File: src/rtl/qgi_pkg.sv
package qgi_pkg;

  // Step of the Euler integration as a power of two, in seconds.
  localparam int DT_SHIFT   = 9;
  localparam int RATE_W     = 24;
  localparam int W_W        = 25;
  localparam int Q_W        = 32;
  localparam int OP_W       = 33;
  localparam int PROD_W     = 2 * OP_W;
  localparam int ACC_W      = 60;
  localparam int SS_W       = 63;
  localparam int ROOT_W     = 32;
  localparam int ERR_SHIFT  = 12;
  localparam int D_SHIFT    = 17 + DT_SHIFT;
  localparam int NXT_W      = Q_W + 3;
  localparam int CFG_IDX_W  = 2;
  localparam int ROT_TERMS  = 12;
  localparam int CNT_W      = 4;

  localparam logic [CFG_IDX_W-1:0] REG_BIAS_X = 2'd0;
  localparam logic [CFG_IDX_W-1:0] REG_BIAS_Y = 2'd1;
  localparam logic [CFG_IDX_W-1:0] REG_BIAS_Z = 2'd2;

  localparam logic signed [Q_W-1:0] Q_ONE    = 32'sh4000_0000;
  localparam logic signed [OP_W-1:0] NORM_ONE = 33'sh0_2000_0000;
  localparam logic signed [NXT_W-1:0] Q_MAX   = 35'sh0_7FFF_FFFF;
  localparam logic signed [NXT_W-1:0] Q_MIN   = -35'sh0_8000_0000;

  typedef enum logic [1:0] {
    MK_SQUARE,
    MK_ROT,
    MK_NORM
  } mul_kind_e;

  typedef struct packed {
    logic      valid;
    mul_kind_e kind;
    logic [1:0] dest;
    logic      neg;
  } mul_tag_t;

  typedef enum logic [3:0] {
    ST_IDLE,
    ST_SQ,
    ST_SQ_WAIT,
    ST_ROOT_GO,
    ST_ROOT_WAIT,
    ST_ROT,
    ST_ROT_WAIT,
    ST_UPDATE,
    ST_OUT
  } state_e;

  typedef struct packed {
    logic [1:0] w_sel;
    logic [1:0] q_sel;
    logic [1:0] dest;
    logic       neg;
  } rot_term_t;

  // Terms of 0.5 * q (x) (0, w), one product each.
  function automatic rot_term_t rot_term(input logic [CNT_W-1:0] k);
    rot_term_t t;
    case (k)
      4'd0:    t = '{w_sel: 2'd0, q_sel: 2'd1, dest: 2'd0, neg: 1'b1};
      4'd1:    t = '{w_sel: 2'd1, q_sel: 2'd2, dest: 2'd0, neg: 1'b1};
      4'd2:    t = '{w_sel: 2'd2, q_sel: 2'd3, dest: 2'd0, neg: 1'b1};
      4'd3:    t = '{w_sel: 2'd0, q_sel: 2'd0, dest: 2'd1, neg: 1'b0};
      4'd4:    t = '{w_sel: 2'd2, q_sel: 2'd2, dest: 2'd1, neg: 1'b0};
      4'd5:    t = '{w_sel: 2'd1, q_sel: 2'd3, dest: 2'd1, neg: 1'b1};
      4'd6:    t = '{w_sel: 2'd1, q_sel: 2'd0, dest: 2'd2, neg: 1'b0};
      4'd7:    t = '{w_sel: 2'd2, q_sel: 2'd1, dest: 2'd2, neg: 1'b1};
      4'd8:    t = '{w_sel: 2'd0, q_sel: 2'd3, dest: 2'd2, neg: 1'b0};
      4'd9:    t = '{w_sel: 2'd2, q_sel: 2'd0, dest: 2'd3, neg: 1'b0};
      4'd10:   t = '{w_sel: 2'd1, q_sel: 2'd1, dest: 2'd3, neg: 1'b0};
      4'd11:   t = '{w_sel: 2'd0, q_sel: 2'd2, dest: 2'd3, neg: 1'b1};
      default: t = '{w_sel: 2'd0, q_sel: 2'd0, dest: 2'd0, neg: 1'b0};
    endcase
    return t;
  endfunction

endpackage

File: src/rtl/qgi_mul.sv
module qgi_mul
  import qgi_pkg::*;
(
  input  logic                     clk_i,
  input  logic                     rst_ni,
  input  logic signed [OP_W-1:0]   a_i,
  input  logic signed [OP_W-1:0]   b_i,
  input  mul_tag_t                 tag_i,
  output logic signed [PROD_W-1:0] prod_o,
  output mul_tag_t                 tag_o
);

  logic signed [PROD_W-1:0] prod_q;
  mul_tag_t                 tag_q;

  // The product register carries no reset; its tag says when it is valid.
  always_ff @(posedge clk_i) begin
    prod_q <= a_i * b_i;
  end

  always_ff @(posedge clk_i or negedge rst_ni) begin
    if (!rst_ni) begin
      tag_q <= '0;
    end else begin
      tag_q <= tag_i;
    end
  end

  assign prod_o = prod_q;
  assign tag_o  = tag_q;

endmodule

File: config.mk
export PLATFORM = sky130hd
export DESIGN_NAME = qgi_mul
export DESIGN_NICKNAME = d
export VERILOG_FILES = /design/src/rtl/qgi_pkg.sv /design/src/rtl/qgi_mul.sv
export SDC_FILE = /design/constraint.sdc
export NUM_CORES = 2
export LEC_CHECK = 0
export ABC_AREA = 1
export BUFFER_PORTS_ARGS = -buffer_cell sky130_fd_sc_hd__buf_2
export CAP_MARGIN = 30
export CORE_MARGIN = 8
export CORE_UTILIZATION = 26
export CTS_CLUSTER_DIAMETER = 150
export DETAILED_ROUTE_END_ITERATION = 10
export GPL_ROUTABILITY_DRIVEN = 0
export MAX_ROUTING_LAYER = met4
export PLACE_DENSITY_LB_ADDON = 0.08
export SYNTH_ARGS = -nofsm -noshare
export SYNTH_HDL_FRONTEND = slang
export SYNTH_SLANG_ARGS = --single-unit
export TNS_END_PERCENT = 5
File: constraint.sdc
create_clock -name clk_i -period 0.8 [get_ports clk_i]
set_clock_uncertainty 0.15 [all_clocks]
set_input_delay 0.12 -clock clk_i [delete_from_list [all_inputs] [get_ports clk_i]]
set_output_delay 0.12 -clock clk_i [all_outputs]
set_load 0.05 [all_outputs]
== Word-level counts from Yosys, hierarchy flattened ==
Index checks and enable logic that the tools add are counted.

* Register bits: 72
* Input port bits: 74
* Word-level logic and storage cells: 6

* Multiply operators: 1

{| class="wikitable"
|+ Operators by type and width
! kind !! count
|-
| $mul A33 B33 Y66 || 1
|}

== Logic depth before layout (Yosys ltp) ==
* Depth after elaboration: 1
* Depth in mapped cells: 34
* Gate-level depth less buffers: 32

== Worst setup path before layout ==
No wires, ideal clock.

* Kind: input to register
* From: in a_i[32]
* To: reg prod_q[60] (netlist: prod_o[60])
* Data required time: 0.537 ns
* Path buffers: 2
* Arrival time: 6.763 ns
* Stages on the path: 23
* Path slack: -6.226 ns
* Cells stage by stage: clkbuf_1 clkbuf_1 nand2_1 inv_1 fa_1 fa_1 fa_1 fa_1 inv_1 fa_1 fa_1 fa_1 fa_1 inv_1 ha_1 nand2_1 nor2_1 inv_1 nor3_1 nand2_1 and2_0 nand4_1 nand2_1

* Word-level cells in the longest chain between the ends: 1

{| class="wikitable"
|+ RTL lines
! element !! line !! RTL
|-
| from (decl) || qgi_mul.sv:6 || <nowiki>input logic signed [OP_W-1:0] a_i,</nowiki>
|-
| $mul A33 B33 Y66 || qgi_mul.sv:18 || <nowiki>prod_q <= a_i * b_i;</nowiki>
|-
| to (signal assigned) || qgi_mul.sv:18 ||
|-
| to (decl) || qgi_mul.sv:13 || <nowiki>logic signed [PROD_W-1:0] prod_q;</nowiki>
|}

No other way between the ends.

== Final worst setup path ==
* From: in b_i[16]
* To: reg prod_q[42] (netlist: prod_o[42])

* Word-level cells in the longest chain between the ends: 1

{| class="wikitable"
|+ RTL lines
! element !! line !! RTL
|-
| from (decl) || qgi_mul.sv:7 || <nowiki>input logic signed [OP_W-1:0] b_i,</nowiki>
|-
| $mul A33 B33 Y66 || qgi_mul.sv:18 ||
|}

No other way between the ends.

==> reports/metrics.cfg <==
[floorplan]
die_x_um=424
core_area_um2=166000
die_height_um=424
io_pins=146
dieArea_um2=180000
rows=150
initial_utilization_pct=26.1

[critical_path]
cp-start-kind=input port
worstPathArrival_ns=6.56
path_class=input port to register
crit_required_ns=0.91
endpoint_kind=register
crit_fanout=12

[timing]
final_max_slew_viol_count=0
rsz0062_at_grt=yes
fmax_mhz=155
min_period_ns=6.44
finalSetupViolCount=137
worst_slack_ns=-5.64
slew_headroom_pct=75.2
timing.hold.ws_ns=-0.0334
hold_violations=6
finalCritPeriodShare_pct=805
tightest_slew_ns=0.371

[detailed_routing]
drc=0
drt-pass1-iter-count=5
first_iter_violations=1311
antenna_left=0
via_per_inst=4.05
wl_per_cell_um=18.5
vias=33600
totalWireLength_um=154000

[placed_design]
port-buffer-count=145
post-dp-hpwl_um=140000
post_dp_cell_area_um2=51300

[clock_network]
cts_root_buf=clkbuf_16
clk_pin_slew_ns=0.06
cts_tree=yes
cts.sinks=72
htree_levels=3
clockBufferDepth=2
cts_buffers=9
cts.hold.buffers_added=7

[synthesis]
syn_area_um2=43300
avgSynthCellArea_um2=7.81
ys_types=36
synthCells=5549
ys_ff_latch=72
synth_nets=6985
yosysWarnings=0
yosysSeqAreaShare_pct=3.40

[cells_and_area]
num-fill-cells=17900
final_nets=7515
fin_area_um2=55800
area_growth_pct=28.9
layout-drive-gt1-share_pct=22.5

[grt]
grt_use_total_pct=17.8
grt_pass1_vias=38200
grt_overflow_total=0
grt_pass1_wl_um=239000
grt_max_degree=21
antenna_found_initial=3

[worst_hold_path]
hp-class=input port to async pin

[status]
status=complete, but fails checks
violations=negative hold slack, negative setup slack

[run]
max_cap_violations=0

cells in the final DEF, fill, tap and decap left out, types with 46 or more instances in the layout:
cell type and count:
inv_1 1832, nand2_1 1390, fa_1 1093, buf_4 479
ha_1 160, nand2_2 113, buf_6 96, buf_8 83
buf_12 83, nor2_1 69, inv_2 57, ha_4 55
fa_2 52, nand3_1 50, dfxtp_2 46
how the worst max path moves through the flow:
stage,from,end,slack (ns),depth (start not counted)
floorplan,a_i[32],prod_o[64],-5.70,24
global placement,b_i[11],prod_o[42],-6.95,27
detailed placement,b_i[11],prod_o[42],-6.96,27
CTS,a_i[23],prod_o[42],-5.72,30
global route,b_i[13],prod_o[42],-5.80,28
finish,b_i[16],prod_o[42],-5.64,27
layout make-up:
class	instances	area, um^2	area share, %
Multi-Input combinational cell	3319	36100	64.6
Timing Repair Buffer	782	7960	14.2
Inverter	1895	7130	12.8
Tap cell	2204	2760	4.94
Sequential cell	72	1600	2.87
Clock buffer	9	225	0.403
Clock inverter	7	95.1	0.170
Antenna cell	1	2.50	0.00448
synth_stat cells (all sizes together):
cell type | number | area (um^2)
o21ai | 23 | 119
a21boi | 1 | 7.51
ha | 217 | 2720
o21bai | 14 | 105
xor2 | 37 | 324
dfrtp | 6 | 150
o21a | 1 | 7.51
buf | 1 | 3.75
and2 | 3 | 18.8
nand3b | 3 | 22.5
nor2 | 154 | 651
inv | 1895 | 7110
dfxtp | 66 | 1320
nand2 | 1534 | 5800
or2 | 6 | 37.5
nand3 | 78 | 430
nor4 | 5 | 37.5
clkbuf | 262 | 983
a21o | 2 | 15.0
fa | 1145 | 22900
nor3 | 8 | 45.0
nand4 | 19 | 119
a21oi | 65 | 340
xnor2 | 4 | 35.0
stage by stage:
step / setup WS [ns] / utilization [%] / hold slack (ns) / setup TNS, ns / cells
2_1_floorplan: -5.70 / - / -0.326 / -323.23 / 5549
3_3_place_gp: -6.95 / 30.9 / -0.203 / -382.98 / 8222
3_5_place_dp: -6.96 / 30.9 / -0.203 / -382.40 / 8222
4_1_cts: -5.72 / 32.4 / -0.0555 / -354.20 / 8258
5_1_grt: -5.80 / 33.6 / -0.0326 / -360.47 / 8289
6_report: -5.64 / 33.6 / -0.0334 / -344.59 / 8289
worst max-delay path: stages:
cell	delay, ns
buf_2	0.14
buf_12	0.16
buf_4	0.15
nand2_1	0.06
inv_1	0.04
fa_1	0.45
fa_1	0.51
inv_1	0.07
fa_1	0.55
inv_2	0.04
fa_1	0.51
fa_2	0.61
fa_1	0.46
fa_1	0.59
inv_2	0.05
fa_1	0.51
inv_2	0.05
ha_4	0.33
nand2_4	0.08
buf_6	0.12
nor2_4	0.11
buf_6	0.13
nand2_8	0.07
nor2_4	0.15
nand3_2	0.11
nand3_4	0.13
xor2_4	0.23
logic make-up (layout without fill, tap and decap cells):
logic type,Yosys count,count (layout),share of synthesized area (%)
XOR/XNOR,41,41,0.829
adder cells (fa/ha/maj),1362,1362,59.2
other,0,1,0
AO/OA/AOI/OAI,106,106,1.37
flip-flops,72,72,3.40
AND/OR/NAND/NOR,1810,1810,16.5
buffers and inverters,2158,2693,18.7
sequential cells by signal (all words and copies together), names as in the netlist:
register,cells
prod_o,66
tag_o,6
metal layers:
| metal | share of wire, % | wire length (um) | global-route usage (%) |
|---|---|---|---|
| met1 | 45 | 68500 | 22.6 |
| met2 | 53 | 81400 | 32.7 |
| met3 | 1.2 | 1860 | 0.581 |
| met4 | 1.2 | 1850 | 1.89 |
| met5 | 0 | 0 | - |
what timing repair did:
| action | 4_1_cts | 5_1_grt |
|---|---|---|
| pin swaps | 73 | 220 |
| resized for setup | 597 | 445 |
| setup endpoints to repair | 138 | 138 |
| cloned | 2 | 4 |
| buffers inserted | 12 | 30 |
| hold endpoints to repair | 12 | 6 |
Power is left out: the tool's default activity adds up to more than one toggle a clock period on the data nets, which glitch-free logic cannot reach.
