[config.mk]
export PLATFORM = sky130hd
export DESIGN_NAME = qgi_isqrt
export DESIGN_NICKNAME = d
export VERILOG_FILES = /design/src/rtl/qgi_pkg.sv /design/src/rtl/qgi_isqrt.sv
export SDC_FILE = /design/constraint.sdc
export NUM_CORES = 1
export LEC_CHECK = 0
export BUFFER_PORTS_ARGS = -buffer_cell sky130_fd_sc_hd__buf_2
export CAP_MARGIN = 30
export CELL_PAD_IN_SITES_DETAIL_PLACEMENT = 0
export CELL_PAD_IN_SITES_GLOBAL_PLACEMENT = 2
export CORE_UTILIZATION = 34
export DETAILED_ROUTE_END_ITERATION = 7
export PLACE_DENSITY_LB_ADDON = 0.1
export SETUP_SLACK_MARGIN = 0.15
export SLEW_MARGIN = 10
export SYNTH_ARGS = -nofsm -noshare
export SYNTH_HDL_FRONTEND = slang
export SYNTH_SLANG_ARGS = --single-unit
[constraint.sdc]
create_clock -name clk_i -period 10.8 [get_ports clk_i]
set_clock_uncertainty 0.2 [all_clocks]
set_input_delay 1.08 -clock clk_i [delete_from_list [all_inputs] [get_ports clk_i]]
set_output_delay 1.08 -clock clk_i [all_outputs]
set_load 0.02 [all_outputs]
[src/rtl/qgi_pkg.sv]
package qgi_pkg;

  // Step of the Euler integration as a power of two, in seconds.
  localparam int DT_SHIFT   = 9;
  localparam int RATE_W     = 24;
  localparam int W_W        = 25;
  localparam int Q_W        = 32;
  localparam int OP_W       = 33;
  localparam int PROD_W     = 2 * OP_W;
  localparam int ACC_W      = 60;
  localparam int SS_W       = 63;
  localparam int ROOT_W     = 32;
  localparam int ERR_SHIFT  = 12;
  localparam int D_SHIFT    = 17 + DT_SHIFT;
  localparam int NXT_W      = Q_W + 3;
  localparam int CFG_IDX_W  = 2;
  localparam int ROT_TERMS  = 12;
  localparam int CNT_W      = 4;

  localparam logic [CFG_IDX_W-1:0] REG_BIAS_X = 2'd0;
  localparam logic [CFG_IDX_W-1:0] REG_BIAS_Y = 2'd1;
  localparam logic [CFG_IDX_W-1:0] REG_BIAS_Z = 2'd2;

  localparam logic signed [Q_W-1:0] Q_ONE    = 32'sh4000_0000;
  localparam logic signed [OP_W-1:0] NORM_ONE = 33'sh0_2000_0000;
  localparam logic signed [NXT_W-1:0] Q_MAX   = 35'sh0_7FFF_FFFF;
  localparam logic signed [NXT_W-1:0] Q_MIN   = -35'sh0_8000_0000;

  typedef enum logic [1:0] {
    MK_SQUARE,
    MK_ROT,
    MK_NORM
  } mul_kind_e;

  typedef struct packed {
    logic      valid;
    mul_kind_e kind;
    logic [1:0] dest;
    logic      neg;
  } mul_tag_t;

  typedef enum logic [3:0] {
    ST_IDLE,
    ST_SQ,
    ST_SQ_WAIT,
    ST_ROOT_GO,
    ST_ROOT_WAIT,
    ST_ROT,
    ST_ROT_WAIT,
    ST_UPDATE,
    ST_OUT
  } state_e;

  typedef struct packed {
    logic [1:0] w_sel;
    logic [1:0] q_sel;
    logic [1:0] dest;
    logic       neg;
  } rot_term_t;

  // Terms of 0.5 * q (x) (0, w), one product each.
  function automatic rot_term_t rot_term(input logic [CNT_W-1:0] k);
    rot_term_t t;
    case (k)
      4'd0:    t = '{w_sel: 2'd0, q_sel: 2'd1, dest: 2'd0, neg: 1'b1};
      4'd1:    t = '{w_sel: 2'd1, q_sel: 2'd2, dest: 2'd0, neg: 1'b1};
      4'd2:    t = '{w_sel: 2'd2, q_sel: 2'd3, dest: 2'd0, neg: 1'b1};
      4'd3:    t = '{w_sel: 2'd0, q_sel: 2'd0, dest: 2'd1, neg: 1'b0};
      4'd4:    t = '{w_sel: 2'd2, q_sel: 2'd2, dest: 2'd1, neg: 1'b0};
      4'd5:    t = '{w_sel: 2'd1, q_sel: 2'd3, dest: 2'd1, neg: 1'b1};
      4'd6:    t = '{w_sel: 2'd1, q_sel: 2'd0, dest: 2'd2, neg: 1'b0};
      4'd7:    t = '{w_sel: 2'd2, q_sel: 2'd1, dest: 2'd2, neg: 1'b1};
      4'd8:    t = '{w_sel: 2'd0, q_sel: 2'd3, dest: 2'd2, neg: 1'b0};
      4'd9:    t = '{w_sel: 2'd2, q_sel: 2'd0, dest: 2'd3, neg: 1'b0};
      4'd10:   t = '{w_sel: 2'd1, q_sel: 2'd1, dest: 2'd3, neg: 1'b0};
      4'd11:   t = '{w_sel: 2'd0, q_sel: 2'd2, dest: 2'd3, neg: 1'b1};
      default: t = '{w_sel: 2'd0, q_sel: 2'd0, dest: 2'd0, neg: 1'b0};
    endcase
    return t;
  endfunction

endpackage

[src/rtl/qgi_isqrt.sv]
module qgi_isqrt
  import qgi_pkg::*;
(
  input  logic              clk_i,
  input  logic              rst_ni,
  input  logic              start_i,
  input  logic [SS_W-1:0]   n_i,
  output logic              done_o,
  output logic [ROOT_W-1:0] root_o
);

  logic        busy_q;
  logic        done_q;
  logic [4:0]  step_q;
  logic [63:0] rem_q;
  logic [63:0] res_q;
  logic [63:0] bitv;
  logic [63:0] trial;

  // One result bit per cycle, highest first.
  assign bitv  = 64'd1 << {step_q, 1'b0};
  assign trial = res_q + bitv;

  always_ff @(posedge clk_i or negedge rst_ni) begin
    if (!rst_ni) begin
      busy_q <= 1'b0;
      done_q <= 1'b0;
      step_q <= '0;
    end else begin
      done_q <= 1'b0;
      if (start_i) begin
        busy_q <= 1'b1;
        step_q <= 5'd31;
      end else if (busy_q) begin
        step_q <= step_q - 5'd1;
        if (step_q == 5'd0) begin
          busy_q <= 1'b0;
          done_q <= 1'b1;
        end
      end
    end
  end

  always_ff @(posedge clk_i) begin
    if (start_i) begin
      rem_q <= {1'b0, n_i};
      res_q <= '0;
    end else if (busy_q) begin
      if (rem_q >= trial) begin
        rem_q <= rem_q - trial;
        res_q <= (res_q >> 1) + bitv;
      end else begin
        res_q <= res_q >> 1;
      end
    end
  end

  assign done_o = done_q;
  assign root_o = res_q[ROOT_W-1:0];

endmodule

# Word level (Yosys, flattened, before mapping)
# Cells that the tools add are included.
totals:
  inputBits: 66
  ff_bits: 135
  latchBits: 0
  ramBits: 0
  word_cells: 29
  mem_count: 0
  rom_bits: 0
  output_inout_bits: 33
op_classes:
  n_reduce_logical: 5
  mux: 12
  div: 0
  add_sub_neg: 4
  n_bitwise: 0
  multipliers: 0
  eq_ne: 0
  n_lt_le_gt_ge: 1
  shifts: 1
ops:
  columns: ["cell", "n"]
  rows:
  - ["$mux W63", 3]
  - ["$add A63 B64 Y64", 1]
  - ["$add A64 B64 Y64", 1]
  - ["$ge A64 B64 Y1", 1]
  - ["$mux W64", 1]
  - ["$shl A1 B6 Y64 const A", 1]
  - ["$sub A64 B64 Y64", 1]
  - ["$mux W5", 2]
  - ["$mux W1", 6]
  - ["$logic_not A5 Y1", 1]
  - ["$sub A5 B1 Y5 const B", 1]
  - ["$reduce_and A2 Y1", 2]
  - ["$reduce_bool A2 Y1", 2]

# Longest topological paths before layout
# Gate-level depths: netlist of the first run.
logic_depth:
  word_depth: 6
  ltp_mapped: 28
  depth_no_buf: 24

# Worst setup path after synthesis of the first run
# OpenSTA, ideal clock, no wires.
synth_path:
  path_type: "flip-flop to flip-flop"
  from: "register step_q[0]"
  to: "register rem_q[0], enable pin"
  path_stages_with_launch: 27
  period_less_slack_ps: 10273
  required_time_ps: 10029
  t_arrival_ps: 9502
  setup_ps: 571
  setup_slack_ps: 527
  n_path_buf: 3
  cell_sequence: "dfrtp_1 > inv_1 > ha_1 > nand2b_1 > nor2_1 > ha_1 > nand4_1 > nor4_2 > a21boi_2 > a2111oi_2 > or4_1 > and4b_1 > a211oi_2 > a31oi_1 > xor2_1 > ha_1 > buf_2 > and4_1 > and3_1 > nand3_1 > a21oi_1 > a211oi_1 > o211ai_1 > nand2_1 > buf_4 > buf_6 > o21ai_0"
synth_via:
  elab_chain_cells: 5
synth_rtl:
  columns: ["element", "line", "text"]
  rows:
  - ["start: declaration", "qgi_isqrt.sv:14", "logic [4:0] step_q;"]
  - ["start signal: assignment", "qgi_isqrt.sv:35", "step_q <= step_q - 5'd1;"]
  - ["$shl A1 B6 Y64", "qgi_isqrt.sv:21", "assign bitv = 64'd1 << {step_q, 1'b0};"]
  - ["$add A64 B64 Y64", "qgi_isqrt.sv:22", "assign trial = res_q + bitv;"]
  - ["$ge A64 B64 Y1", "qgi_isqrt.sv:49", "if (rem_q >= trial) begin"]
  - ["$reduce_bool A2 Y1 (no source line)", null, null]
  - ["$reduce_and A2 Y1 (no source line)", null, null]
  - ["end signal: assignment", "qgi_isqrt.sv:46", "rem_q <= {1'b0, n_i};"]
  - ["end signal: assignment", "qgi_isqrt.sv:50", "rem_q <= rem_q - trial;"]
  - ["end: declaration", "qgi_isqrt.sv:15", "logic [63:0] rem_q;"]
# No other way between the ends.
# A chain may end at the register's enable or synchronous reset.

# Worst setup path after layout of the first run
layout_path:
  from: "register step_q[0]"
  to: "register res_q[18]"
layout_via:
  elab_chain_cells: 4
  elab_cells_between_ends: 5
  classes_between: "add/sub (2); order compare (1); shift (1); mux (1)"
layout_rtl:
  columns: ["element", "line", "text"]
  rows:
  - ["$shl A1 B6 Y64 (*)", "qgi_isqrt.sv:21", null]
  - ["$add A64 B64 Y64", "qgi_isqrt.sv:22", null]
  - ["$ge A64 B64 Y1", "qgi_isqrt.sv:49", null]
  - ["$mux W64 (*)", "qgi_isqrt.sv:49", null]
  - ["end signal: assignment", "qgi_isqrt.sv:51", "res_q <= (res_q >> 1) + bitv;"]
  - ["end signal: assignment", "qgi_isqrt.sv:53", "res_q <= res_q >> 1;"]
  - ["end: declaration", "qgi_isqrt.sv:16", "logic [63:0] res_q;"]
# Every way passes the cells marked *; elsewhere a longest branch is shown, timed or not.

==> summary by stage, run 1 <==
Die
The number of core rows is 77. The area of the core is 0.0442 mm². The initial utilization of the core area, before any placement, comes to 34.5%. The top-level I/O count is 99. The die covers 0.0457 mm².

The die outline height is 214 µm. The die width is 214 µm.

Timing
The worst path uses 75.8% of the clock period. For the pin with the worst max-slew slack, the measured transition is 0.986 ns. The routed design could run at a clock period as short as 8.18 ns.

The hold violation total from the final report is 0. Setup violations remaining at the end of the flow were counted as 0. The sum of negative setup slack is 0 ns. The post-route worst setup slack is 2.62 ns. The total count of max-transition violations in the final report was 0.

In this run the tightest slew margin relative to its limit is 34.3%. Timing would allow up to 122 MHz. Setup repair after global routing left no endpoint under its margin.

Run
The tool flagged a number of max-cap violations equal to 0.

Worst setup path
Data on the critical path arrives at its endpoint at 8.39 ns. For the worst setup path, the data required time is 11.01 ns. The critical path is of the flop to flop type. STA classifies the critical path endpoint as a flop.

The kind of start point of the critical path is a flop. Of all nets on the critical path, the largest fanout is 36.

Drt
The final route contains 14900 vias. The detailed-route DRC error count is 0. For this block, the routed nets add up to 53900 µm of wire. In the routed layout, each cell is associated on average with a via count of 5.74. The antenna violation net count after detailed routing is 0. The routed length per placed instance is 20.8 µm. The first detailed-routing pass took 7 iterations.

The violation count after the first detailed-routing iteration is 1147.

Power and ir drop
The leakage power of the design is 6.35 nW. In this run the power density over the cells is 249 mW/mm². Per report_power, the clock group accounts for 15.6% of the total.

Of the total power, the share spent switching nets is 49.6%. The combinational group share of total power is 62.7%. For this design the total switching power over the nets is 2.04 mW.

The register share of total power is 21.7%. The internal portion of the total power is 2.07 mW. IR analysis of the VDD net gives a maximum drop of 0.174 mV.

Global routing
The initial antenna violation count is 0. The number of global-route vias before repair is 13800. The wire length of the first global-routing pass is 82200 µm.

The aggregate global-route resource usage is 24.0%. After global routing the overflow that remains totals 0. The maximum number of pins on one net before global-route repair is 80.

Synthesis
The area fraction of the dominant cell type after synthesis is 12.4%. The share of the yosys chip area belonging to registers is 22.1%. The dominant cell by count in the synthesized netlist is sky130_fd_sc_hd__nand2_1.

Of the post-synthesis cell area, the part taken by muxes is 1.39%. A synthesized cell averages 7.62 µm². The area of the mapped netlist is 0.0152 mm². Sorting the synthesized cells by how often they occur yields sky130_fd_sc_hd__nand2_1, sky130_fd_sc_hd__nor2_1, sky130_fd_sc_hd__o21ai_0. After synthesis, the largest family of logic cells by area is compound AO/OA/AOI/OAI gates. For this run, the leading register cell type out of synthesis is sky130_fd_sc_hd__dfxtp_1. Sorting the synthesized cells by area gives the leading types as sky130_fd_sc_hd__edfxtp_1, sky130_fd_sc_hd__ha_1, sky130_fd_sc_hd__dfxtp_1, sky130_fd_sc_hd__nand2_1, sky130_fd_sc_hd__o21ai_0. sky130_fd_sc_hd__edfxtp_1 takes more of the synthesized area than any other cell. The compound-cell area share of the yosys netlist is 28.1%. The synthesized netlist devotes 11.3% of its cell area to adder and majority cells.

Counting distinct cell types in the post-synthesis netlist gives 94. The xor and xnor area share after synthesis is 8.67%. Synthesis produced a netlist whose cell count is 2001. The synthesized net count is 2201. Of the total synthesized cell area, the portion taken by AND, OR, NAND and NOR gates is 22.0%. After synthesis the netlist holds a flip-flop and latch count of 135. The proportion of register bits with asynchronous set or reset after synthesis is 5.19%. The count of synthesis-stage warnings from yosys is 0. Counting flops with a built-in enable in the synthesized netlist gives 63.

Hold path
The path class of the tightest hold or removal check is primary input to async pin.

Clock tree
In this run the clock root is driven by a sky130_fd_sc_hd__clkbuf_16. In this run, CTS created clock tree buffers numbering 17. Buffers added to address setup during post-CTS repair amount to 0. The maximum level of the CTS H-tree is 4. TritonCTS built the clock tree. The insertion delay to the later sink of the worst-skew pair is 0.50 ns. The post-CTS clock slew at the launch and capture registers of the worst setup and hold paths is 0.06 ns.

The quantity of hold-fixing buffers added after cts is 0. In this run the deepest clock path goes through 2 buffers. CTS saw 135 sinks. The number of gates resized after CTS is 0.

Finish
0 antenna diodes ended up in the layout. The area growth from synthesis to layout is 8.07%. The utilization of the core after routing is 37.3%. In the final layout, the share of cells above drive strength 1 is 10.0%. The finished cells cover 0.0165 mm². The net total in the final layout is 2186. The number of inserted filler cells in the final layout is 4702.

Place
OpenSTA, run right after detailed placement, puts the worst setup slack at 2.63 ns. The final HPWL from detailed placement is 41400 µm. The congestion estimate from routability-driven global placement came to 0.899. After detailed placement, the total cell area comes to 0.0159 mm².

The number of port buffers is 98.

Outcome
The flow ran to the end, and the final reports show no timing, DRC or antenna violations.
metal layers:
| layer | GRT usage (%) | wire (µm) | vias up |
|---|---|---|---|
| met3 | 4.07 | 2620 | 53 |
| met5 | 0 | 0 | - |
| met1 | 37.0 | 28700 | 7059 |
| li1 | - | - | 7385 |
| met2 | 33.2 | 21600 | 376 |
| met4 | 7.09 | 936 | 0 |
critical path, cell delays in order, from the launching register on:
cell	delay [ns]
sky130_fd_sc_hd__dfrtp_1	0.44
sky130_fd_sc_hd__inv_1	0.13
sky130_fd_sc_hd__ha_1	0.17
sky130_fd_sc_hd__nand2b_1	0.12
sky130_fd_sc_hd__nor2_1	0.26
sky130_fd_sc_hd__ha_1	0.36
sky130_fd_sc_hd__a21oi_1	0.27
sky130_fd_sc_hd__o31ai_1	0.21
sky130_fd_sc_hd__a211o_1	0.35
sky130_fd_sc_hd__a2111oi_2	0.52
sky130_fd_sc_hd__o31ai_1	0.29
sky130_fd_sc_hd__a21oi_2	0.32
sky130_fd_sc_hd__o21bai_1	0.13
sky130_fd_sc_hd__a31oi_1	0.21
sky130_fd_sc_hd__xor2_1	0.32
sky130_fd_sc_hd__ha_1	0.32
sky130_fd_sc_hd__nand4_1	0.37
sky130_fd_sc_hd__nor4_1	0.64
sky130_fd_sc_hd__nand4_1	0.27
sky130_fd_sc_hd__nand3_1	0.16
sky130_fd_sc_hd__inv_1	0.06
sky130_fd_sc_hd__and4_1	0.23
sky130_fd_sc_hd__buf_4	0.29
sky130_fd_sc_hd__nor2_2	0.56
sky130_fd_sc_hd__buf_4	0.45
sky130_fd_sc_hd__o311ai_1	0.16
sky130_fd_sc_hd__a311oi_1	0.27
registers in the layout, indices dropped and copies added, names as in the netlist:
| name | flops |
|---|---|
| res_q | 64 |
| busy_q | 1 |
| step_q | 5 |
| done_o | 1 |
| rem_q | 64 |
cells by family (layout without fill, tap and decap cells):
family	count (synthesis)	after routing
simple gates	707	707
compound gates	644	644
buf+inv	206	204
xor+xnor	151	151
fa+ha+maj	138	138
flops	135	135
mux	20	20
worst paths after layout:
path	from	end	slack [ns]	depth (start not counted)
min in group clk_i	rem_q[63]	rem_q[63]	0.31	2
setup reg to reg	step_q[0]	res_q[18]	2.62	26
setup / recovery	step_q[0]	res_q[18]	2.62	26
hold / removal	rst_ni	done_o	0.23	1
max in group asynchronous	rst_ni	busy_q	9.96	1
hold reg to reg	rem_q[63]	rem_q[63]	0.31	2
layout make-up:
class / instances / area, µm² / share of cell area [%]
multi-input combinational: 1660 / 10900 / 66.2
inverter: 61 / 229 / 1.39
clock inverter: 9 / 73.8 / 0.448
sequential: 135 / 3370 / 20.5
clock buffer: 23 / 553 / 3.36
timing repair buffer: 111 / 594 / 3.61
tap: 592 / 741 / 4.49
cells in the final DEF (no fill, tap or decap), types with 13 or more instances in the layout:
master	n
sky130_fd_sc_hd__o21bai_1	29
sky130_fd_sc_hd__nand4_1	45
sky130_fd_sc_hd__o211ai_1	17
sky130_fd_sc_hd__nor2_1	165
sky130_fd_sc_hd__nor3_1	52
sky130_fd_sc_hd__xnor2_1	82
sky130_fd_sc_hd__a21oi_1	134
sky130_fd_sc_hd__o21ai_0	152
sky130_fd_sc_hd__ha_1	133
sky130_fd_sc_hd__dfxtp_1	65
sky130_fd_sc_hd__clkbuf_16	21
sky130_fd_sc_hd__edfxtp_1	63
sky130_fd_sc_hd__inv_1	60
sky130_fd_sc_hd__buf_4	13
sky130_fd_sc_hd__a311oi_1	20
sky130_fd_sc_hd__a31oi_1	58
sky130_fd_sc_hd__xor2_1	69
sky130_fd_sc_hd__nand2_1	246
sky130_fd_sc_hd__a21o_1	40
sky130_fd_sc_hd__a211oi_1	48
sky130_fd_sc_hd__o31ai_1	17
sky130_fd_sc_hd__nor4_1	17
sky130_fd_sc_hd__nand2b_1	17
sky130_fd_sc_hd__o31a_1	13
sky130_fd_sc_hd__and3_1	25
sky130_fd_sc_hd__buf_2	97
sky130_fd_sc_hd__and2_1	17
sky130_fd_sc_hd__nand3_1	52
per-stage QoR:
step,power (mW),instances,hold slack [ns]
after floorplan,2.80,2001,0.262
after global placement,3.45,2559,0.291
after detailed placement,3.44,2559,0.294
after CTS,4.11,2591,0.189
after global routing,4.43,2591,0.207
final,4.11,2591,0.229
power groups by stage:
stage,Combinational (mW),Sequential [mW],Clock [mW]
global placement,2.55,0.901,0
CTS,2.56,0.891,0.660
detailed placement,2.54,0.901,0
floorplan,1.94,0.860,0
global route,2.84,0.909,0.673
finish,2.58,0.891,0.639
Note: power is estimated with default switching activity, not from simulation.
==> run 2, diff against run 1 <==
Settings changed: ABC_AREA from default to 1, CORE_UTILIZATION 34 to 30.
Clock period 10.8 ns to 6.9 ns, I/O delays scaled along.
==> run 2 against run 1 <==
Non-clock buffer count increased by 34. Via count is 46% higher. Sequential cell count stayed put. Die area up 38%. Count of clock-buffer cells in the layout fell by 4. Synthesized cell count increased by 66%. Synthesized area grew 22%. Design area up 26%. First-iteration DRC count up 34%. Combinational power rose by 93%. Worst hold slack improved by 0.027 ns. Largest cell class unchanged. Critical path depth is 4 higher. Critical endpoint is now res_q[10].
==> summary by stage, run 2 <==
Outcome
The run finished with clean final reports.

Finish
The utilization of the core after routing is 33.8%. Compared with the post-synthesis result, the final layout area differs by 11.5%. The library cell used most frequently in the layout, excluding fill and tap cells, is sky130_fd_sc_hd__nand2_1. The largest registers in the layout are rem_q: 64 flops, res_q: 64 flops, step_q: 5 flops. The top cell types in the final layout, fill and taps aside, are sky130_fd_sc_hd__nand2_1, sky130_fd_sc_hd__inv_1, sky130_fd_sc_hd__nor2_1. The fraction of final layout cells with drive strength greater than 1 is 6.74%.

The final instance area is 0.0208 mm². 0 antenna diodes ended up in the layout. The net total in the final layout is 3598.

Clock tree
The post-CTS clock slew at the launch and capture registers of the worst setup and hold paths is 0.08 ns. The count of clock tree sinks is 135. Counting the buffers created by CTS gives 17. The buffers inserted during post-CTS setup optimization is 0. For the worst-skew pair, the clock arrives at the later sink with an insertion delay of 0.50 ns. No sink is reached through more buffers than the 2 on the longest clock path. The maximum level of the CTS H-tree is 4.

The cell sitting at the root of the clock tree is a sky130_fd_sc_hd__clkbuf_16. TritonCTS built the clock tree.

Worst setup path
The class of the most critical setup path is flop to flop. Of all nets on the critical path, the largest fanout is 46. The count of buffer and inverter cells on the critical path is 7.

The kind of start point of the critical path is a flop. The arrival time of data at the critical path endpoint is 6.56 ns. The largest single stage delay on the critical path is 0.54 ns.

Counting stages on the worst path, the most repeated cell is sky130_fd_sc_hd__nand2_1. The family with the most delay on the worst path is simple AND/OR/NAND/NOR gates. STA classifies the critical path endpoint as a flop. The slowest stage of the critical path belongs to the cell sky130_fd_sc_hd__nor4_1. For the worst setup path, the data required time is 7.07 ns. The reg2reg setup slack is 0.51 ns.

Place
The HPWL after detailed placement is 80300 µm. The placer's final routability congestion estimate is 0.992. The total placed instance area is 0.0202 mm². During placement, the flow inserted port buffers numbering 98.

Timing
The hold violation total from the final report is 0. Derived from the worst setup path, the maximum achievable clock frequency is 156 MHz. Setup violations remaining at the end of the flow were counted as 0. The time the worst path needs with I/O delays and setup is 6.39 ns. For the pin with the worst max-slew slack, the measured transition is 0.888 ns. The total count of max-transition violations in the final report came to 0.

Setup repair after global routing left no endpoint under its margin. The sum of negative setup slack is 0 ns. The final critical-path share of the clock period is 92.6%.

Measured against its own limit, the worst slew margin works out to 40.8%.

Drt
The routed layout has 21800 vias. The detail route stage leaves a number of antenna-violating nets equal to 0. The detailed-route DRC error count is 0. The routed length per placed instance is 22.3 µm. The violation count after the first detailed-routing iteration is 1542. Using the TritonRoute via totals, the vias-per-cell ratio works out to 5.12.

For this block, the routed nets add up to 94900 µm of wire. The number of iterations in the first detailed-routing pass is 6.

Hold path
The min-delay analysis places its worst path in the category primary input to flop.

Power and ir drop
The fraction of power spent switching nets is 54.3%. Combinational cells account for 66.6% of the total power. The power density over the cells is 361 mW/mm². The register share of total power is 19.3%. Internal power comes to 3.43 mW. The total net switching power is 4.07 mW.

The post-route total power is 7.50 mW. The share of total power dissipated in the clock network is 14.1%. Across the VDD grid, the largest voltage drop is 0.215 mV. The leakage power of the design is 8.98 nW.

Synthesis
The number of flip-flops and latches in the synthesized netlist is 135. Ranked by instance count, the synthesized netlist is headed by sky130_fd_sc_hd__nand2_1, sky130_fd_sc_hd__inv_1, sky130_fd_sc_hd__nor2_1. The number of instances in the synthesized netlist is 3320. For this run, the register share of the synthesized area comes to 18.1%. Dividing the synthesized area by the synthesized cell count gives 5.62 µm². The primary flip-flop cell chosen by synthesis mapping is sky130_fd_sc_hd__dfxtp_1. The synthesized design spends more area on one cell type than any other, namely sky130_fd_sc_hd__nand2_1. The share of synthesized area in the top cell type comes to 20.8%. The dominant cell by count in the synthesized netlist is sky130_fd_sc_hd__nand2_1.

The cell area that synthesis handed to floorplanning was 0.0187 mm². Yosys mapped a number of flops with a built-in enable equal to 63. The count of synthesis-stage warnings from yosys is 0.

The number of distinct standard cells referenced by the synthesized netlist is 54. Synthesis produced a netlist with a net count of 3520. Sorting the synthesized cells by area gives the leading types as sky130_fd_sc_hd__nand2_1, sky130_fd_sc_hd__edfxtp_1, sky130_fd_sc_hd__inv_1, sky130_fd_sc_hd__ha_1, sky130_fd_sc_hd__nor2_1. The proportion of register bits with asynchronous set or reset after synthesis is 5.19%.

Global routing
The maximum number of pins on one net before global-route repair is 79. The number of global-route vias before repair came to 21500. The initial antenna violation count came to 0. The aggregate global-route resource usage is 29.9%. The wire length of the first global-routing pass is 137000 µm. For this run the aggregate overflow at the end of global routing stands at 0.

Die
The die width is 251 µm. The area of the core is 0.0616 mm². The die outline height is 251 µm. The floorplan has 91 rows.

The die covers 0.0632 mm². In this run the count of I/O pins placed on the die edge is 99. The starting density of the core is 30.3%.

Run
The max-cap violation count is 0.
[run 2: cell types whose count changed after synthesis, sizes merged, moves of 46 or more]
cell    previous run  this run
o21ai            156       264
a21oi            137       200
clkbuf            77        31
nand2            246      1036
nor2             166       421
xnor2             82        30
inv               61       493
nand3             52       236
a211oi            51         4
a31oi             58        10
[run 2: repair_timing]
item | in CTS | in global routing
endpoints found under the hold margin | 7 | 0
hold buffers | 1 | 0
endpoints found under the setup margin | 0 | 123
gates resized for setup | 0 | 5
[run 2: cells by family after synthesis]
group | share of synthesized area [%]
buffers and inverters | 12.7
and+or+nand+nor | 41.2
AOI/OAI and AO/OA | 15.8
DFF | 18.1
xor gates and xnor gates | 3.24
adders and majority gates | 9.03
[run 2: worst paths after layout]
path                            cells after the start   endpoint       from
worst min register to register                      2   res_q[0]   res_q[0]
worst max register to register                     30  res_q[10]  step_q[1]
max in group asynchronous                           2     done_o     rst_ni
worst max-delay path                               30  res_q[10]  step_q[1]
min in group asynchronous                           2  step_q[4]     rst_ni
worst min-delay path                                3   rem_q[8]     n_i[8]
[run 2: tightest hold or removal path, cell delays in order]
cell,delay (ns)
sky130_fd_sc_hd__buf_2,0.07
sky130_fd_sc_hd__nand2_1,0.04
sky130_fd_sc_hd__nand2_1,0.05
[run 2: power groups by stage]
stage / clock network, mW / logic (mW) / registers [mW]
after CTS: 1.08 / 4.98 / 1.44
after global placement: 0 / 4.95 / 1.46
final: 1.06 / 4.99 / 1.44
after global routing: 1.10 / 5.53 / 1.47
after detailed placement: 0 / 4.96 / 1.46
after floorplan: 0 / 3.32 / 1.37
[run 2: layer usage]
metal / vias to the layer above / global-route usage (%) / share of wire [%]
met2: 609 / 52.9 / 49
li1: 10800 / - / -
met5: - / 0 / 0
met4: 0 / 12.8 / 4.1
met1: 10200 / 37.1 / 43
met3: 131 / 2.48 / 3.7
[run 2: layout make-up]
class / instances / area, µm²
Clock buffer: 19 / 433
Clock inverter: 13 / 179
Fill cell: 7068 / 40800
Inverter: 493 / 1850
Multi-Input combinational cell: 2606 / 13000
Sequential cell: 135 / 3370
Tap cell: 837 / 1050
Timing Repair Buffer: 145 / 948
[run 2: through the flow]
step                std cells  setup WS (ns)  hold WS, ns
floorplan                3320          0.884        0.194
global placement         4215          0.442        0.285
detailed placement       4215          0.504        0.288
CTS                      4248          0.463        0.226
global route             4248          0.162        0.260
finish                   4248          0.510        0.256
==> run 3, diff against run 2 <==
Settings changed: CORE_UTILIZATION 30 to 33.
Clock period 6.9 ns to 7.1 ns, I/O delays scaled along.
==> run 3 against run 2 <==
Non-clock buffer count down 17. Fmax decreased by 1.6%. Sequential power barely moved. Design area is 1.6% lower. Sequential cell count did not move. Worst hold slack gained 0.025 ns. Total power decreased by 5.9%. Register-to-register slack improved by 0.098 ns. Clock power is 11% lower. Sequential share of layout area up 0.26 points. Combinational power is 6.0% lower. Core utilization rose by 3.1 points. Highest routed layer is now met5.
==> summary by stage, run 3 (synthesis gave the netlist of run 2 again) <==
Worst setup path
The peak per-stage delay on the critical path is 0.87 ns. Among the stages of the critical path, the cell type that occurs most often is sky130_fd_sc_hd__nand2_1. The count of buffer and inverter cells on the critical path is 4.

The signal on the critical path passes through inv_1 -> nor4_1 -> ha_1 -> inv_1 -> o21ai_0 -> a21oi_1 -> o21ai_0 -> inv_1 -> nand2_1 -> nand2_1 -> nand2_1 -> xor2_1 -> ha_1 -> nand2_1 -> nor2_1 -> nand2_1 -> nor2_1 -> nand2_1 -> nand2_2 -> nand2_1 -> nand3_4 -> nand2_1 -> nand2_2 -> buf_12. The endpoint kind of the worst setup timing path is a flop. In this run the worst path has a maximum fanout of 38.

The family with the most delay on the worst path is simple AND/OR/NAND/NOR gates. Data on the critical path is required at its endpoint by 7.07 ns. The critical path in this run is classified as flop to flop. The kind of start point of the critical path is a flop. For the worst setup path, the data arrival time is 6.47 ns. On the critical path, the stage with the largest delay is an instance of sky130_fd_sc_hd__nor4_1.

Power and ir drop
Sequential cells burn 20.1% of the power. The leakage power of the design is 8.85 nW. The power density over the cells is 345 mW/mm². IR analysis of the VDD net gives a maximum drop of 0.257 mV. The clock share of power is 13.4%. Of the total power, the share spent switching nets is 55.1%. The combinational group share of total power is 66.5%.

The cell internal power dissipation is 3.17 mW. The total net switching power is 3.89 mW. Summing internal, switching and leakage power gives 7.06 mW.

Timing
For the pin with the worst max-slew slack, the measured transition is 0.982 ns. The routed design could run at a clock period as short as 6.49 ns. Setup repair after global routing left no endpoint under its margin.

The setup-violating endpoint count in the final report is 0. The fmax is 154 MHz. The hold violation total from the final report was 0. The final critical path takes up 91.4% of the cycle. Setup total negative slack on the finished layout was measured at 0 ns. The total count of max-transition violations in the final report is 0. The remaining max-slew budget at the tightest pin is 33.9%.

Clock tree
Counting every sink on the clock net gives 135. The number of buffers between clock root and the deepest sink is 2. TritonCTS built the clock tree. After clock tree synthesis, the clock-pin slew on the worst setup and hold paths is 0.07 ns.

The insertion delay to the later sink of the worst-skew pair is 0.50 ns. The master cell of the clock root buffer is sky130_fd_sc_hd__clkbuf_16. The number of clock buffers added by TritonCTS is 17. The maximum level of the CTS H-tree is 4.

Finish
The final instance area is 0.0205 mm². The fraction of final layout cells with drive strength greater than 1 is 6.31%. In the layout the commonest cells are sky130_fd_sc_hd__nand2_1, sky130_fd_sc_hd__inv_1, sky130_fd_sc_hd__nor2_1. The area growth from synthesis to layout is 9.71%. The repair_antennas step left the layout with diodes totalling 0. The utilization of the core after routing is 36.9%.

Once layout is complete, the cells apart from fillers number 4142. The net total in the final layout is 3581. The leading cell type in the layout, fill and taps excluded is sky130_fd_sc_hd__nand2_1. The largest registers in the layout are rem_q: 64 flops, res_q: 64 flops, step_q: 5 flops.

Die
The die width is 240 µm. The floorplan die area is 0.0575 mm². For this configuration, the core starts out at a cell density of 33.6%. The top-level I/O count is 99.

The area of the core is 0.0555 mm². The floorplan has 86 rows. Measured along the y axis, the die boundary spans 240 µm.

Place
Buffers placed on the I/O ports in this run total 98. At the end of routability-driven placement, the weighted congestion stood at 0.998. Including well taps, the total number of placed cells is 4109.

The final HPWL from detailed placement is 76500 µm. The placed instances occupy a cell area of 0.0199 mm².

Global routing
The number of global-route vias before repair is 21100. The first global-routing pass estimated 131000 µm of wire. The maximum number of pins on one net before global-route repair is 66. The total congestion overflow after global routing is 0. The initial antenna violation count is 1. In the global route stage, overall resource usage came out at 31.6%.

Drt
The routed length per placed instance is 21.8 µm. The violation count after the first detailed-routing iteration is 1895. The count of nets left with antenna violations once routing finished came out at 0. The first detailed-routing pass ran for 8 iterations. In the routed design, unresolved DRC markers number 0. For this block, the via count after detailed routing is 21700.

The total wire length after detailed routing is 90500 µm. The routed via count divided by cell count is 5.25.

Outcome
The flow ran to the end, and the final reports show no timing, DRC or antenna violations.

Hold path
The class of the tightest hold or removal check is primary input to flop.

Run
The max-cap violation count is 0.
-- run 3: cell types whose count changed in the layout (fill, tap and decap cells not counted), moves of 2 or more --
cell                         delta
sky130_fd_sc_hd__o21ai_0        +2
sky130_fd_sc_hd__clkbuf_1       -2
sky130_fd_sc_hd__buf_4         -14
sky130_fd_sc_hd__buf_12         -4
sky130_fd_sc_hd__clkinv_2       -2
sky130_fd_sc_hd__clkinvlp_4     +2
sky130_fd_sc_hd__o21ai_1        -2
sky130_fd_sc_hd__bufinv_16      -3
sky130_fd_sc_hd__inv_6          +3
-- run 3: layout make-up --
type | instances | area (µm²)
flip-flops and latches | 135 | 3370
repair buffers | 128 | 768
inverters | 493 | 1850
clock buffers | 20 | 469
multi-input cells | 2606 | 13000
well taps | 748 | 936
clock inverters | 12 | 111
fillers | 6382 | 35100
-- run 3: worst min-delay path: cells and delay by family --
kind	cells	cell delay, ns
simple gates	2	0.09
buf+inv	1	0.07
-- run 3: power by group through the flow --
stage               logic, mW  registers (mW)  clock network, mW
floorplan                3.23            1.34                  0
global placement         4.62            1.42                  0
detailed placement       4.62            1.43                  0
CTS                      4.65            1.41              0.960
global route             5.18            1.44              0.986
finish                   4.69            1.42              0.945
-- run 3: timing repair --
action                                 4_1_cts  5_1_grt
resized for setup                            0        2
endpoints found under the hold margin        7        0
hold buffers                                 1        0
setup endpoints to repair                    0       81
setup buffers                                0        0
-- run 3: worst paths after layout --
path | slack (ns) | end | cells past startpoint | from
worst max-delay path | 0.61 | rem_q[6] | 24 | step_q[2]
worst min-delay path | 0.28 | rem_q[15] | 3 | n_i[15]
worst max register to register | 0.61 | rem_q[6] | 24 | step_q[2]
worst min register to register | 0.30 | res_q[0] | 2 | res_q[0]
max in group asynchronous | 6.14 | step_q[4] | 2 | rst_ni
min in group asynchronous | 0.39 | step_q[2] | 2 | rst_ni
-- run 3: routing by layer --
layer	wire, µm	global-route usage (%)	share of wire, %	vias up
met1	38900	39.1	43	10100
met5	10	0	0.011	-
li1	-	-	-	10800
met4	4340	15.9	4.8	2
met2	43500	54.5	48	672
met3	3820	2.75	4.2	145
-- run 3: through the flow --
step	hold WS [ns]	worst slack (ns)
after floorplan	0.214	1.08
after global placement	0.282	0.660
after detailed placement	0.284	0.656
after CTS	0.252	0.645
after global routing	0.276	0.183
final	0.281	0.608
